<file path="config.mk">
export PLATFORM = sky130hd
export DESIGN_NAME = keyed_pose_history_ring
export DESIGN_NICKNAME = d
export VERILOG_FILES = /design/src/rtl/kphr_pkg.sv /design/src/rtl/kphr_cell.sv /design/src/rtl/keyed_pose_history_ring.sv
export VERILOG_INCLUDE_DIRS = /design/src /design/src/rtl
export SDC_FILE = /design/constraint.sdc
export NUM_CORES = 2
export LEC_CHECK = 0
export ABC_AREA = 1
export BUFFER_PORTS_ARGS = -buffer_cell sky130_fd_sc_hd__buf_4
export CORE_MARGIN = 1.5
export CORE_UTILIZATION = 35
export CTS_CLUSTER_SIZE = 8
export DETAILED_ROUTE_END_ITERATION = 10
export PLACE_DENSITY = 0.6
export SLEW_MARGIN = 10
export SYNTH_ARGS = -nofsm -noshare
export SYNTH_HDL_FRONTEND = slang
export SYNTH_SLANG_ARGS = --single-unit
</file>
<file path="constraint.sdc">
create_clock -name clk_i -period 58 [get_ports clk_i]
set_input_delay 11.6 -clock clk_i [delete_from_list [all_inputs] [get_ports clk_i]]
set_output_delay 11.6 -clock clk_i [all_outputs]
set_load 0.05 [all_outputs]
</file>
<file path="src/rtl/assert_macros.svh">
// Assertion helpers shared by the RTL
`ifndef ASSERT_MACROS_SVH
`define ASSERT_MACROS_SVH

// Check a property on every rising edge while out of reset
`define ASSERT_CLK(label, prop, msg) \
  label: assert property (@(posedge clk_i) disable iff (!rst_ni) (prop)) \
    else $error(msg);

// Check that an antecedent is followed by a consequent in the next cycle
`define ASSERT_NEXT(label, ante, cons, msg) \
  label: assert property (@(posedge clk_i) disable iff (!rst_ni) (ante) |=> (cons)) \
    else $error(msg);

`endif

</file>
<file path="src/rtl/kphr_pkg.sv">
package kphr_pkg;

  localparam int unsigned DepthDefault = 16;
  localparam int unsigned FrameW       = 32;
  localparam int unsigned AngleW       = 32;
  localparam int unsigned TimeW        = 64;
  localparam int unsigned CountW       = 32;

  localparam logic FUNC_RECORD = 1'b0;
  localparam logic FUNC_LOOKUP = 1'b1;

  typedef struct packed {
    logic [FrameW-1:0] frame;
    logic [AngleW-1:0] hor;
    logic [AngleW-1:0] ver;
    logic [TimeW-1:0]  tms;
  } entry_t;

  typedef struct packed {
    logic push;   // take the neighbour on the newer side
    logic rot;    // take the neighbour on the older side
  } cell_ctrl_t;

  typedef enum logic {
    ST_IDLE,
    ST_SCAN
  } state_e;

endpackage

</file>
<file path="src/rtl/kphr_cell.sv">
module kphr_cell (
  input  logic                clk_i,
  input  logic                rst_ni,
  input  kphr_pkg::cell_ctrl_t ctrl_i,
  input  kphr_pkg::entry_t    push_i,
  input  kphr_pkg::entry_t    rot_i,
  output kphr_pkg::entry_t    entry_o
);

  kphr_pkg::entry_t            entry_d;
  logic [kphr_pkg::FrameW-1:0] frame_q;
  logic [kphr_pkg::AngleW-1:0] hor_q;
  logic [kphr_pkg::AngleW-1:0] ver_q;
  logic [kphr_pkg::TimeW-1:0]  tms_q;

  assign entry_o = '{frame: frame_q, hor: hor_q, ver: ver_q, tms: tms_q};

  always_comb begin
    entry_d = entry_o;
    priority if (ctrl_i.push) begin
      entry_d = push_i;
    end else if (ctrl_i.rot) begin
      entry_d = rot_i;
    end else begin
      entry_d = entry_o;
    end
  end

  // time of zero marks the slot empty, so only the time is cleared
  always_ff @(posedge clk_i or negedge rst_ni) begin
    if (!rst_ni) begin
      tms_q <= '0;
    end else begin
      tms_q <= entry_d.tms;
    end
  end

  always_ff @(posedge clk_i) begin
    frame_q <= entry_d.frame;
    hor_q   <= entry_d.hor;
    ver_q   <= entry_d.ver;
  end

endmodule

</file>
<file path="src/rtl/keyed_pose_history_ring.sv">
// Record: accepted while idle, result strobe on done_o the next cycle; busy_o stays low.
// Lookup: the cell chain rotates once per cycle past the head comparator until every entry
// has passed it, then done_o pulses; busy_o is high for the scan, starts taken only when idle.
// Reset clears all capture times, the record count and the control state.
// Results cannot be stalled: done_o is high for a single cycle; the word then stays on the ports until the next start.
module keyed_pose_history_ring #(
  parameter int unsigned DEPTH = kphr_pkg::DepthDefault
) (
  input  logic                          clk_i,
  input  logic                          rst_ni,
  input  logic                          start_i,
  output logic                          busy_o,
  input  logic                          func_i,
  input  logic [kphr_pkg::FrameW-1:0]   frame_id_i,
  input  logic [kphr_pkg::AngleW-1:0]   hor_angle_bits_i,
  input  logic [kphr_pkg::AngleW-1:0]   ver_angle_bits_i,
  input  logic [kphr_pkg::TimeW-1:0]    capture_time_ms_i,
  output logic                          done_o,
  output logic                          found_o,
  output logic [kphr_pkg::FrameW-1:0]   match_frame_id_o,
  output logic [kphr_pkg::AngleW-1:0]   match_hor_bits_o,
  output logic [kphr_pkg::AngleW-1:0]   match_ver_bits_o,
  output logic [kphr_pkg::TimeW-1:0]    match_time_ms_o,
  output logic [kphr_pkg::CountW-1:0]   record_count_o
);

  `include "assert_macros.svh"

  localparam int unsigned CntW = (DEPTH > 1) ? $clog2(DEPTH) : 1;
  localparam logic [CntW-1:0] LastStep = CntW'(DEPTH - 1);

  kphr_pkg::state_e state_d, state_q;
  logic [CntW-1:0]  step_d, step_q;
  logic             done_d, done_q;
  logic             found_d, found_q;
  logic [kphr_pkg::CountW-1:0] count_d, count_q;
  logic [kphr_pkg::FrameW-1:0] key_d, key_q;
  kphr_pkg::entry_t match_d, match_q;
  kphr_pkg::entry_t new_entry;
  kphr_pkg::cell_ctrl_t ctrl;
  kphr_pkg::entry_t cells [DEPTH];

  assign new_entry = '{frame: frame_id_i, hor: hor_angle_bits_i,
                       ver: ver_angle_bits_i, tms: capture_time_ms_i};

  // cell 0 holds the newest entry; push moves towards the oldest end,
  // rotate brings each older entry to the head in turn
  for (genvar g = 0; g < DEPTH; g++) begin : g_cell
    kphr_cell u_cell (
      .clk_i   (clk_i),
      .rst_ni  (rst_ni),
      .ctrl_i  (ctrl),
      .push_i  ((g == 0) ? new_entry : cells[(g + DEPTH - 1) % DEPTH]),
      .rot_i   (cells[(g + 1) % DEPTH]),
      .entry_o (cells[g])
    );
  end

  always_comb begin
    state_d = state_q;
    step_d  = step_q;
    done_d  = 1'b0;
    found_d = found_q;
    count_d = count_q;
    key_d   = key_q;
    match_d = match_q;
    ctrl    = '0;
    unique case (state_q)
      kphr_pkg::ST_IDLE: begin
        if (start_i) begin
          found_d = 1'b0;
          match_d = '0;
          if (func_i == kphr_pkg::FUNC_LOOKUP) begin
            key_d   = frame_id_i;
            step_d  = '0;
            state_d = kphr_pkg::ST_SCAN;
          end else begin
            ctrl.push = 1'b1;
            if (count_q != '1) begin
              count_d = count_q + 1'b1;
            end
            done_d = 1'b1;
          end
        end
      end
      kphr_pkg::ST_SCAN: begin
        ctrl.rot = 1'b1;
        // keep the first hit only: that is the newest
        if (!found_q && (cells[0].tms != '0) && (cells[0].frame == key_q)) begin
          found_d = 1'b1;
          match_d = cells[0];
        end
        step_d = step_q + 1'b1;
        if (step_q == LastStep) begin
          state_d = kphr_pkg::ST_IDLE;
          done_d  = 1'b1;
        end
      end
      default: state_d = kphr_pkg::ST_IDLE;
    endcase
  end

  always_ff @(posedge clk_i or negedge rst_ni) begin
    if (!rst_ni) begin
      state_q <= kphr_pkg::ST_IDLE;
      step_q  <= '0;
      done_q  <= 1'b0;
      found_q <= 1'b0;
      count_q <= '0;
    end else begin
      state_q <= state_d;
      step_q  <= step_d;
      done_q  <= done_d;
      found_q <= found_d;
      count_q <= count_d;
    end
  end

  always_ff @(posedge clk_i) begin
    key_q   <= key_d;
    match_q <= match_d;
  end

  assign busy_o           = (state_q != kphr_pkg::ST_IDLE);
  assign done_o           = done_q;
  assign found_o          = found_q;
  assign match_frame_id_o = match_q.frame;
  assign match_hor_bits_o = match_q.hor;
  assign match_ver_bits_o = match_q.ver;
  assign match_time_ms_o  = match_q.tms;
  assign record_count_o   = count_q;

  `ASSERT_NEXT(a_scan_ends_in_done,
               (state_q == kphr_pkg::ST_SCAN) && (step_q == LastStep),
               done_o && !busy_o, "lookup scan did not end in a result")
  `ASSERT_NEXT(a_lookup_goes_busy,
               start_i && !busy_o && (func_i == kphr_pkg::FUNC_LOOKUP),
               busy_o && !done_o, "lookup start did not enter the scan")
  `ASSERT_CLK(a_hit_has_time, !found_o || (match_time_ms_o != '0),
              "hit reported on an empty slot")
  `ASSERT_CLK(a_count_steps,
              (record_count_o == $past(record_count_o)) ||
              (record_count_o == $past(record_count_o) + 32'd1),
              "record count moved by more than one")

endmodule

</file>
==> results.py <==
metrics = {
    "clock_tree": {
        "hold_buffers": 0,
        "cts_resized": 0,
        "clk_pin_slew_ps": 50,
        "cts_tree": "yes",
        "cts-root-buf": "clkbuf_16",
        "clkSinkCount": 2791,
        "postCtsSetupBuffers": 0,
        "clock_latency_ps": 940,
        "cts.htree.levels": 5,
        "cts_buffers": 390,
        "cts.path.max_buffers": 4,
    },
    "min_path": {
        "hp-class": "reg2reg",
        "hold_depth": 2,
        "min_to": "g_cell[12].u_cell.tms_q[56]",
        "min_from": "g_cell[11].u_cell.tms_q[56]",
    },
    "place": {
        "portBuffers": 358,
        "dp_hpwl_microns": 153000,
        "dp.cells": 15426,
        "gp_congestion": 0.784,
    },
    "critical_path": {
        "cp.required_ps": 58820,
        "cpMostUsedCell": "buf_4",
        "reg2regPathDepth": 12,
        "max_stage_delay_ps": 840,
        "path_class": "in2reg",
        "crit_path_top_delay_cell": "buf_4",
        "r2r_slack_ps": 50400,
        "cp_top_family": "buffers and inverters",
        "critPathBufInv": 10,
        "crit_path_cell_trace": "buf_4, inv_2, nand2_1, nor2_4, buf_4, buf_4, buf_4, buf_4, buf_4, buf_4, buf_4, nand2_8, inv_6, nand2_1, nand2_1",
        "arrival_ps": 18950,
        "rr_startpoint": "busy_o",
        "start_kind": "input port",
        "cp-end-kind": "flip-flop",
        "r2r-end": "record_count_o[22]",
        "path_max_fanout": 102,
    },
    "detailed_routing": {
        "vias_per_cell": 4.94,
        "wl_per_cell_microns": 16.4,
        "ant_nets": 0,
        "wl_microns": 261000,
        "vias": 78503,
        "drc": 0,
        "drt_iter0_drc": 6974,
        "dr.pass1.iters": 8,
    },
    "layout": {
        "final_cells": 15902,
        "post-route-util_pct": 40.1,
        "finalNetCount": 11598,
        "drive_above_1_share_pct": 7.77,
        "area_delta_synth_final_pct": 14.0,
    },
    "timing": {
        "drv_slew": 0,
        "slew_headroom_pct": 17.7,
        "period_minus_slack_ps": 18130,
        "finalHoldViolCount": 0,
        "worst_pin_slew_ps": 1230,
        "setup-violations-final": 0,
        "rsz0062_at_grt": "false",
        "post-route-period-util_pct": 31.3,
        "fmax_ghz": 0.0552,
        "skew_ps": 100,
        "fin_setup_tns_ps": 0,
    },
    "synthesis": {
        "synth-xor-area-share_pct": 0.224,
        "synthTopCellsByCount": "3,362 x nand2_1, 1,728 x edfxtp_1, 1,594 x o21ai_0",
        "synth_compound_area_share_pct": 13.1,
        "yosysSeqAreaShare_pct": 66.8,
        "netlist_area_sq_um": 117000,
        "synth_adder_area_share_pct": 0.0213,
        "yosysMostFrequentCell": "nand2_1",
        "synth_top_family_by_area": "compound AO/OA/AOI/OAI gates",
        "yosysTopAreaCellShare_pct": 44.2,
        "synth_edf_count": 1728,
        "synth-seq-cells": 2791,
        "synth-simple-area-share_pct": 12.2,
        "yosysWarnings": 0,
        "synth_ff_type": "edfxtp_1",
        "syn_inst": 11289,
        "avgSynthCellArea_sq_um": 10.4,
        "synth-async-reset-ratio_pct": 38.1,
        "synth.area.top_cells": "edfxtp_1 44%, dfrtp_1 23%, nand2_1 11%, o21ai_0 6.8%, inv_1 4.8%",
        "synthMuxAreaShare_pct": 0,
        "syn_nets": 11455,
        "synthDistinctLibCells": 36,
        "synth_area_leader_cell": "edfxtp_1",
    },
    "run_status": {
        "outcome": "finished, final reports clean",
    },
    "global_routing": {
        "first_global_vias": 76638,
        "grt_start_max_net_pins": 286,
        "track_usage_pct": 15.1,
        "antenna_found_initial": 11,
        "grt_overflow": 0,
        "grt_pass1_wl_microns": 424000,
    },
    "floorplanning": {
        "num_io_pins": 359,
        "die_height_microns": 582,
        "coreArea_sq_um": 334000,
        "die_area_sq_um": 339000,
        "num_rows": 212,
        "fp.dieW_microns": 582,
        "initial_utilization_pct": 35.2,
    },
    "power_and_ir_drop": {
        "intPower_mw": 5.08,
        "pwr-share-clk_pct": 27.1,
        "power_leakage_nw": 56.1,
        "total_power_mw": 7.55,
        "comb_power_share_pct": 23.3,
        "power_density_nw_per_um2": 56.4,
        "power_frac_seq_pct": 49.6,
        "peakVddDrop_v": 0.0000399,
        "p_sw_mw": 2.47,
        "swShare_pct": 32.7,
    },
    "job": {
        "cap_violations": 0,
    },
}
routing by layer:
metal | vias to the layer above | wire length (microns) | part of all wire, % | track usage, %
met4 | 0 | 6330 | 2.4 | 4.44
met5 | - | 0 | 0 | 0
met3 | 379 | 13600 | 5.2 | 2.30
met2 | 1761 | 116000 | 44 | 23.0
met1 | 38265 | 125000 | 48 | 22.2
li1 | 38098 | - | - | -
registers in the layout, indices dropped and copies added, names as in the netlist, 32 cells and up:
register               count
match_hor_bits_o          32
g_cell.u_cell.tms_q     1024
g_cell.u_cell.hor_q      512
match_ver_bits_o          32
match_frame_id_o          32
record_count_o            32
g_cell.u_cell.ver_q      512
match_time_ms_o           64
g_cell.u_cell.frame_q    512
key_q                     32
per-stage QoR:
step | setup WS (ps) | area, sq um | hold WS [ps]
finish | 39870 | 134000 | 449
global route | 39140 | 134000 | 467
CTS | 39890 | 134000 | 448
detailed placement | 38930 | 123000 | 469
global placement | 39000 | 123000 | 463
floorplan | 27000 | 117000 | 459
layout by cell type (no fill, tap or decap), types with 16 or more instances in the layout:
cell / netlist / routed
xnor2_1: 22 / 22
edfxtp_1: 1728 / 1728
clkbuf_1: 326 / 50
o21ai_0: 1594 / 1594
o221ai_1: 452 / 452
a22oi_1: 132 / 132
nor2_1: 123 / 122
o211ai_1: 205 / 205
nand3_1: 192 / 192
buf_4: 88 / 439
clkbuf_16: 0 / 395
o21ai_1: 125 / 125
inv_1: 1496 / 1495
o22ai_1: 18 / 18
dfrtp_1: 1063 / 1062
a21oi_1: 16 / 16
nand2_1: 3362 / 3360
final cells by class:
| cell class | count | area [sq um] |
|---|---|---|
| Fill cell | 32064 | 200000 |
| Timing Repair Buffer | 453 | 3580 |
| Clock inverter | 27 | 537 |
| Clock buffer | 446 | 10100 |
| Inverter | 1501 | 5660 |
| Sequential cell | 2791 | 78500 |
| Antenna cell | 2 | 5.00 |
| Tap cell | 4387 | 5490 |
| Multi-Input combinational cell | 6295 | 30000 |
power by group through the flow:
stage,combinational (mW),clock [mW],sequential (mW)
finish,1.76,2.05,3.74
global route,2.03,2.18,3.86
CTS,1.79,2.11,3.75
detailed placement,1.78,0,3.77
global placement,1.73,0,3.75
floorplan,1.24,0,3.93
cells by family (layout without fill, tap and decap cells):
group,count (synthesis),count (layout)
xor gates and xnor gates,30,30
other,0,2
adders and majority gates,2,2
AOI/OAI and AO/OA,2558,2558
and+or+nand+nor,3705,3705
DFF,2791,2791
buffers and inverters,2203,2427
worst min-delay path, delay by kind of cell (launching register included):
| kind | cells | cell delay [ps] |
|---|---|---|
| simple gates | 1 | 50 |
| compound gates | 1 | 60 |
| flops | 1 | 340 |
worst max path at each step:
stage / from / to / slack, ps / cells after the start
finish: func_i / record_count_o[22] / 39870 / 15
global route: func_i / record_count_o[10] / 39140 / 15
CTS: func_i / record_count_o[22] / 39890 / 15
detailed placement: func_i / record_count_o[20] / 38930 / 15
global placement: func_i / record_count_o[4] / 39000 / 15
floorplan: func_i / g_cell[0].u_cell.frame_q[0] / 27000 / 6
No activity file was read; power rests on OpenSTA's default activity.
